**config.mk**
```make
export PLATFORM = sky130hd
export DESIGN_NAME = ckg_ctrl
export DESIGN_NICKNAME = d
export VERILOG_FILES = /design/src/sv/ckg_pkg.sv /design/src/sv/ckg_ctrl.sv
export SDC_FILE = /design/constraint.sdc
export NUM_CORES = 1
export LEC_CHECK = 0
export CAP_MARGIN = 30
export CORE_ASPECT_RATIO = 0.75
export CORE_UTILIZATION = 39
export DETAILED_ROUTE_END_ITERATION = 16
export DONT_BUFFER_PORTS = 1
export GPL_ROUTABILITY_DRIVEN = 0
export PLACE_DENSITY = 0.52
export SLEW_MARGIN = 0
export SYNTH_ARGS = -nofsm -noshare
export SYNTH_HDL_FRONTEND = slang
export SYNTH_SLANG_ARGS = --single-unit
```
**constraint.sdc**
```tcl
create_clock -name clk_i -period 2 [get_ports clk_i]
set_clock_uncertainty 0.05 [all_clocks]
set_input_delay 0.3 -clock clk_i [delete_from_list [all_inputs] [get_ports clk_i]]
set_output_delay 0.3 -clock clk_i [all_outputs]
set_load 0.05 [all_outputs]
```
**src/sv/ckg_pkg.sv**
```systemverilog
// Shared types, constants and sine table generation for the chaotic key byte generator.
`timescale 1ns / 1ps
`default_nettype none

package ckg_pkg;

  // Fraction and register widths
  localparam int unsigned FRAC_W    = 32;
  localparam int unsigned WARM_W    = 20;
  localparam int unsigned CFG_IDX_W = 8;
  localparam int unsigned BYTE_W    = 8;
  localparam int unsigned BIT_CNT_W = 3;

  // Sine table geometry: quarter wave, 2^B + 1 entries
  localparam int unsigned SINE_TABLE_BITS = 10;
  localparam int unsigned SINE_TAB_SIZE   = (1 << SINE_TABLE_BITS) + 1;
  localparam int unsigned SINE_IDX_W      = SINE_TABLE_BITS + 1;

  // Configuration register indexes
  localparam logic [CFG_IDX_W-1:0] CFG_LOGISTIC_SEED = CFG_IDX_W'(0);
  localparam logic [CFG_IDX_W-1:0] CFG_TENT_SEED     = CFG_IDX_W'(1);
  localparam logic [CFG_IDX_W-1:0] CFG_SINE_SEED     = CFG_IDX_W'(2);
  localparam logic [CFG_IDX_W-1:0] CFG_WARMUP_COUNT  = CFG_IDX_W'(3);

  // Register reset values
  localparam logic [FRAC_W-1:0] LOGISTIC_SEED_RST = 32'hAAAA_AAAA;
  localparam logic [FRAC_W-1:0] TENT_SEED_RST     = 32'h5555_5555;
  localparam logic [FRAC_W-1:0] SINE_SEED_RST     = 32'hCCCC_CCCC;
  localparam logic [WARM_W-1:0] WARMUP_RST        = WARM_W'(1000000);

  localparam logic [63:0] HALF_PI_Q62 = 64'h6487_ED51_10B4_611A;

  typedef enum logic [2:0] {
    ST_IDLE,
    ST_WARM_MUL,
    ST_WARM_UPD,
    ST_BIT_MUL,
    ST_BIT_UPD,
    ST_DONE
  } state_e;

  // Sequencer commands to the map unit
  typedef struct packed {
    logic load;  // reload seeds
    logic warm;  // advance all three maps
    logic step;  // advance logistic, then tent or sine
  } map_ctl_t;

  // Configuration as held by the register file
  typedef struct packed {
    logic [FRAC_W-1:0] logistic_seed;
    logic [FRAC_W-1:0] tent_seed;
    logic [FRAC_W-1:0] sine_seed;
    logic [WARM_W-1:0] warmup_count;
  } cfg_t;

  typedef logic [FRAC_W-1:0] sine_tab_t [SINE_TAB_SIZE];

  // Bits [125:62] of the full 128-bit product
  function automatic logic [63:0] mul_q62(logic [63:0] a, logic [63:0] b);
    logic [127:0] p;
    p = {64'b0, a} * {64'b0, b};
    return p[125:62];
  endfunction

  // sin(pi/2 * i / 2^B) by Taylor series in Q2.62, rounded to Q0.32
  function automatic logic [FRAC_W-1:0] sine_entry(int unsigned i);
    logic [63:0] theta;
    logic [63:0] theta2;
    logic [63:0] term;
    logic [63:0] sum;
    logic [63:0] r;
    theta  = 64'((HALF_PI_Q62 >> 16) * 64'(i)) << (16 - SINE_TABLE_BITS);
    theta2 = mul_q62(theta, theta);
    term   = theta;
    sum    = theta;
    for (int unsigned k = 1; k <= 12; k++) begin
      term = mul_q62(term, theta2) / 64'((2 * k) * (2 * k + 1));
      if ((k & 1) != 0) begin
        sum = sum - term;
      end else begin
        sum = sum + term;
      end
    end
    r = (sum + (64'd1 << 29)) >> 30;
    if (r > 64'h0000_0000_FFFF_FFFF) begin
      return '1;
    end
    return r[FRAC_W-1:0];
  endfunction

  function automatic sine_tab_t build_sine_tab();
    sine_tab_t t;
    for (int unsigned i = 0; i < SINE_TAB_SIZE; i++) begin
      t[i] = sine_entry(i);
    end
    return t;
  endfunction

endpackage

`default_nettype wire

```
**src/sv/ckg_ctrl.sv**
```systemverilog
// Sequencer: restart handling, warmup and bit counters, byte assembly.
`timescale 1ns / 1ps
`default_nettype none

module ckg_ctrl (
  input  wire logic                           clk_i,
  input  wire logic                           rst_ni,
  input  wire logic                           in_valid_i,
  input  wire logic                           start_new_key_i,
  output logic                                in_ready_o,
  input  wire logic [ckg_pkg::WARM_W-1:0]     warmup_i,
  input  wire logic                           out_busy_i,
  input  wire logic                           map_bit_i,
  output ckg_pkg::map_ctl_t                   ctl_o,
  output logic                                out_load_o,
  output logic      [ckg_pkg::BYTE_W-1:0]     byte_o
);

  ckg_pkg::state_e state_q, state_d;

  logic [ckg_pkg::WARM_W-1:0]    warm_cnt_q, warm_cnt_d;
  logic [ckg_pkg::BIT_CNT_W-1:0] bit_cnt_q, bit_cnt_d;
  logic                          seeded_q, seeded_d;
  logic [ckg_pkg::BYTE_W-1:0]    byte_q, byte_d;

  // Next state and commands
  always_comb begin
    state_d    = state_q;
    warm_cnt_d = warm_cnt_q;
    bit_cnt_d  = bit_cnt_q;
    seeded_d   = seeded_q;
    byte_d     = byte_q;
    ctl_o      = '0;
    in_ready_o = 1'b0;
    out_load_o = 1'b0;
    case (state_q)
      ckg_pkg::ST_IDLE: begin
        in_ready_o = 1'b1;
        if (in_valid_i) begin
          bit_cnt_d = '0;
          if (start_new_key_i || !seeded_q) begin
            ctl_o.load = 1'b1;
            seeded_d   = 1'b1;
            warm_cnt_d = warmup_i;
            state_d    = (warmup_i == '0) ? ckg_pkg::ST_BIT_MUL : ckg_pkg::ST_WARM_MUL;
          end else begin
            state_d = ckg_pkg::ST_BIT_MUL;
          end
        end
      end
      ckg_pkg::ST_WARM_MUL: begin
        state_d = ckg_pkg::ST_WARM_UPD;
      end
      ckg_pkg::ST_WARM_UPD: begin
        ctl_o.warm = 1'b1;
        warm_cnt_d = warm_cnt_q - ckg_pkg::WARM_W'(1);
        state_d    = (warm_cnt_q == ckg_pkg::WARM_W'(1)) ? ckg_pkg::ST_BIT_MUL
                                                         : ckg_pkg::ST_WARM_MUL;
      end
      ckg_pkg::ST_BIT_MUL: begin
        state_d = ckg_pkg::ST_BIT_UPD;
      end
      ckg_pkg::ST_BIT_UPD: begin
        ctl_o.step = 1'b1;
        byte_d     = {byte_q[ckg_pkg::BYTE_W-2:0], map_bit_i};
        bit_cnt_d  = bit_cnt_q + ckg_pkg::BIT_CNT_W'(1);
        state_d    = (bit_cnt_q == '1) ? ckg_pkg::ST_DONE : ckg_pkg::ST_BIT_MUL;
      end
      ckg_pkg::ST_DONE: begin
        // hand over once the output register is free
        if (!out_busy_i) begin
          out_load_o = 1'b1;
          state_d    = ckg_pkg::ST_IDLE;
        end
      end
      default: begin
        state_d = ckg_pkg::ST_IDLE;
      end
    endcase
  end

  always_ff @(posedge clk_i or negedge rst_ni) begin
    if (!rst_ni) begin
      state_q    <= ckg_pkg::ST_IDLE;
      warm_cnt_q <= '0;
      bit_cnt_q  <= '0;
      seeded_q   <= 1'b0;
    end else begin
      state_q    <= state_d;
      warm_cnt_q <= warm_cnt_d;
      bit_cnt_q  <= bit_cnt_d;
      seeded_q   <= seeded_d;
    end
  end

  // Byte shift register
  always_ff @(posedge clk_i) begin
    byte_q <= byte_d;
  end

  assign byte_o = byte_q;

endmodule

`default_nettype wire

```
==> results_dict.tcl <==
set metrics [dict create \
    status "complete, no violations" \
    grt_pass1_vias 1719 \
    die_w_um 83.35 \
    routed_wl_um 4949 \
    period_share 0.9759 \
    hold_class "input pin to register" \
    port_buffers 0 \
    finalSetupViolCount 0 \
    fin_total_pwr_mw 3.480 \
    clock-root-buffer "clkbuf_8" \
    final_cells 281 \
    grt_overflow 0 \
    cts_tree "yes" \
    ios 39 \
    final_common_cell "dfrtp_1" \
    post-route-util 0.4913 \
    synthCells 204 \
    ys_seq_area_frac 0.4732 \
    clk_pin_slew_ns 0.07 \
    arrival_ns 2.08 \
    dieArea_um2 5252 \
    drv_slew 0 \
    cp-start-kind "register" \
    core_um2 4624 \
    n_fill_cell 447 \
    fmax_ghz 0.5123 \
    grt_use_total 0.2023 \
    syn_area_um2 1936 \
    synth_ff_type "dfrtp_1" \
    dp_hpwl_um 3642 \
    ir_drop_v 0.0007487 \
    syn_nets 234 \
    synth.avg_cell_area_um2 9.488 \
    max_slew_margin 0.6763 \
    crit_type "register to register" \
    yosysUniqueCellTypes 48 \
    clock-sinks 35 \
    synth-seq-cells 35 \
    rsz0062_at_grt "false" \
    crit_fanout 7 \
    wl_per_cell_um 17.61 \
    drt_iter0_markers 65 \
    hold-worst-slack_ns 0.06288 \
    dp.cells 271 \
    area_growth_pct 17.39 \
    antenna_cells 0 \
    worstSkewPairLatency_ns 0.28 \
    antenna_found_initial 0 \
    post-route-drc-count 0 \
    fin_nets 253 \
    layout-drive-gt1-share 0.1920 \
    synthArstFlopShare 0.7714 \
    rows 21 \
    antenna_left 0 \
    cts_buffers 5 \
    synth_area_leaders "dfrtp_1 35%, edfxtp_1 12%, a21oi_1 5.7%" \
    hold_violations 0 \
    required_ns 2.12 \
    r2r_setup_slack_ns 0.05 \
    synth.largest_area_cell "dfrtp_1" \
    start_util 0.4186 \
    routed_via_density 5.972 \
    worst_slew_pin_slew_ns 0.4856 \
    ctsHtreeMaxLevel 2 \
    synth_edf_count 8 \
    grt_max_degree 28 \
    seq_area_um2 917.1 \
    multi_input_area_um2 960.9 \
    power.density_nw_per_um2 1531 \
    yosys_warnings 0 \
    clockBufferDepth 2 \
    crit_path_end_kind "register" \
    leakage_nw 0.9034 \
    mostFrequentLayoutCells "26 x dfrtp_1, 23 x nor2_1, 22 x a21oi_1" \
    num_vias 1678 \
    min_period_ns 1.952 \
    drtPass1Iterations 4 \
    fp.dieH_um 63.01 \
    synth_top_area_frac 0.3491 \
    grt_pass1_wl_um 8300 \
    drv_cap 0 \
]
final timing paths:
kind / start / endpoint / depth (start not counted)
hold / removal: map_bit_i / byte_o[0] / 0
hold reg to reg: seeded_q / seeded_q / 1
max in group asynchronous: rst_ni / state_q[1] / 2
setup / recovery: warm_cnt_q[12] / warm_cnt_q[19] / 5
min in group asynchronous: rst_ni / warm_cnt_q[2] / 2
setup reg to reg: warm_cnt_q[12] / warm_cnt_q[19] / 5
repair_timing:
action,CTS,global route
buffers inserted,0,0
setup endpoints to repair,0,1
resized for setup,0,3
endpoints found under the hold margin,27,0
hold buffers,2,0
worst max-delay path, stage by stage, from the launching register on:
cell     delay, ns
dfrtp_1       0.45
or4_4         0.56
or3_4         0.38
nor2_1        0.10
nand3_1       0.08
a31o_1        0.23
where the power goes:
group          internal (mW)  leakage [nW]  switching [mW]
sequential             0.999         0.396           0.359
combinational          0.616         0.452           0.879
clock                  0.365        0.0556           0.261
total                   1.98         0.903            1.50
metrics by stage:
stage	TNS, ns	worst slack, ns	instance area (um^2)
after floorplan	-0.004215	-0.003851	1948
after global placement	0	0.1087	2127
after detailed placement	0	0.05666	2127
after CTS	0	0.0005015	2265
after global routing	0	0.0003775	2272
final	0	0.04821	2272
kinds of logic (layout without fill, tap and decap cells):
kind of cell               count (synthesis)  count (layout)  synth area share
buffers and inverters                     17              37           0.03813
AOI/OAI and AO/OA                         69              69            0.2340
xor gates and xnor gates                   1               1          0.004526
DFF                                       35              35            0.4732
muxes                                      2               2           0.01099
adders and majority gates                  4               4           0.02586
and+or+nand+nor                           76              76            0.2133
routing by layer:
metal  GRT usage  wire length (um)  vias up
li1            -                 -      810
met1      0.2880              2439      817
met2      0.3012              2141       49
met3     0.05812               359        2
met4     0.05388                 9        0
met5           0                 0        -
cell type report:
type | instances | share of cell area
clock buffers | 5 | 0.03029
clock inverters | 3 | 0.01707
inverters | 6 | 0.01046
multi-input cells | 152 | 0.4229
flip-flops and latches | 35 | 0.4036
well taps | 57 | 0.03139
repair buffers | 23 | 0.08425
registers in the layout, indices dropped and copies added (netlist names):
signal	cells
seeded_q	1
state_q	3
warm_cnt_q	20
byte_o	8
bit_cnt_q	3
cell usage after synthesis, drive strengths merged, types with 2 or more instances:
library cell	instances
a221o	3
a21oi	22
nor4	11
nand2	12
clkbuf	9
nor2	23
ha	4
nand3	4
a22o	4
dfrtp	27
o21ai	17
a211oi	3
inv	5
nor3	12
buf	2
nand2b	4
o31ai	2
and3	2
edfxtp	8
a2bb2oi	2
a31o	2
nand4	3
o2bb2ai	3
or4	2
Power figures use the tool's default switching activity.
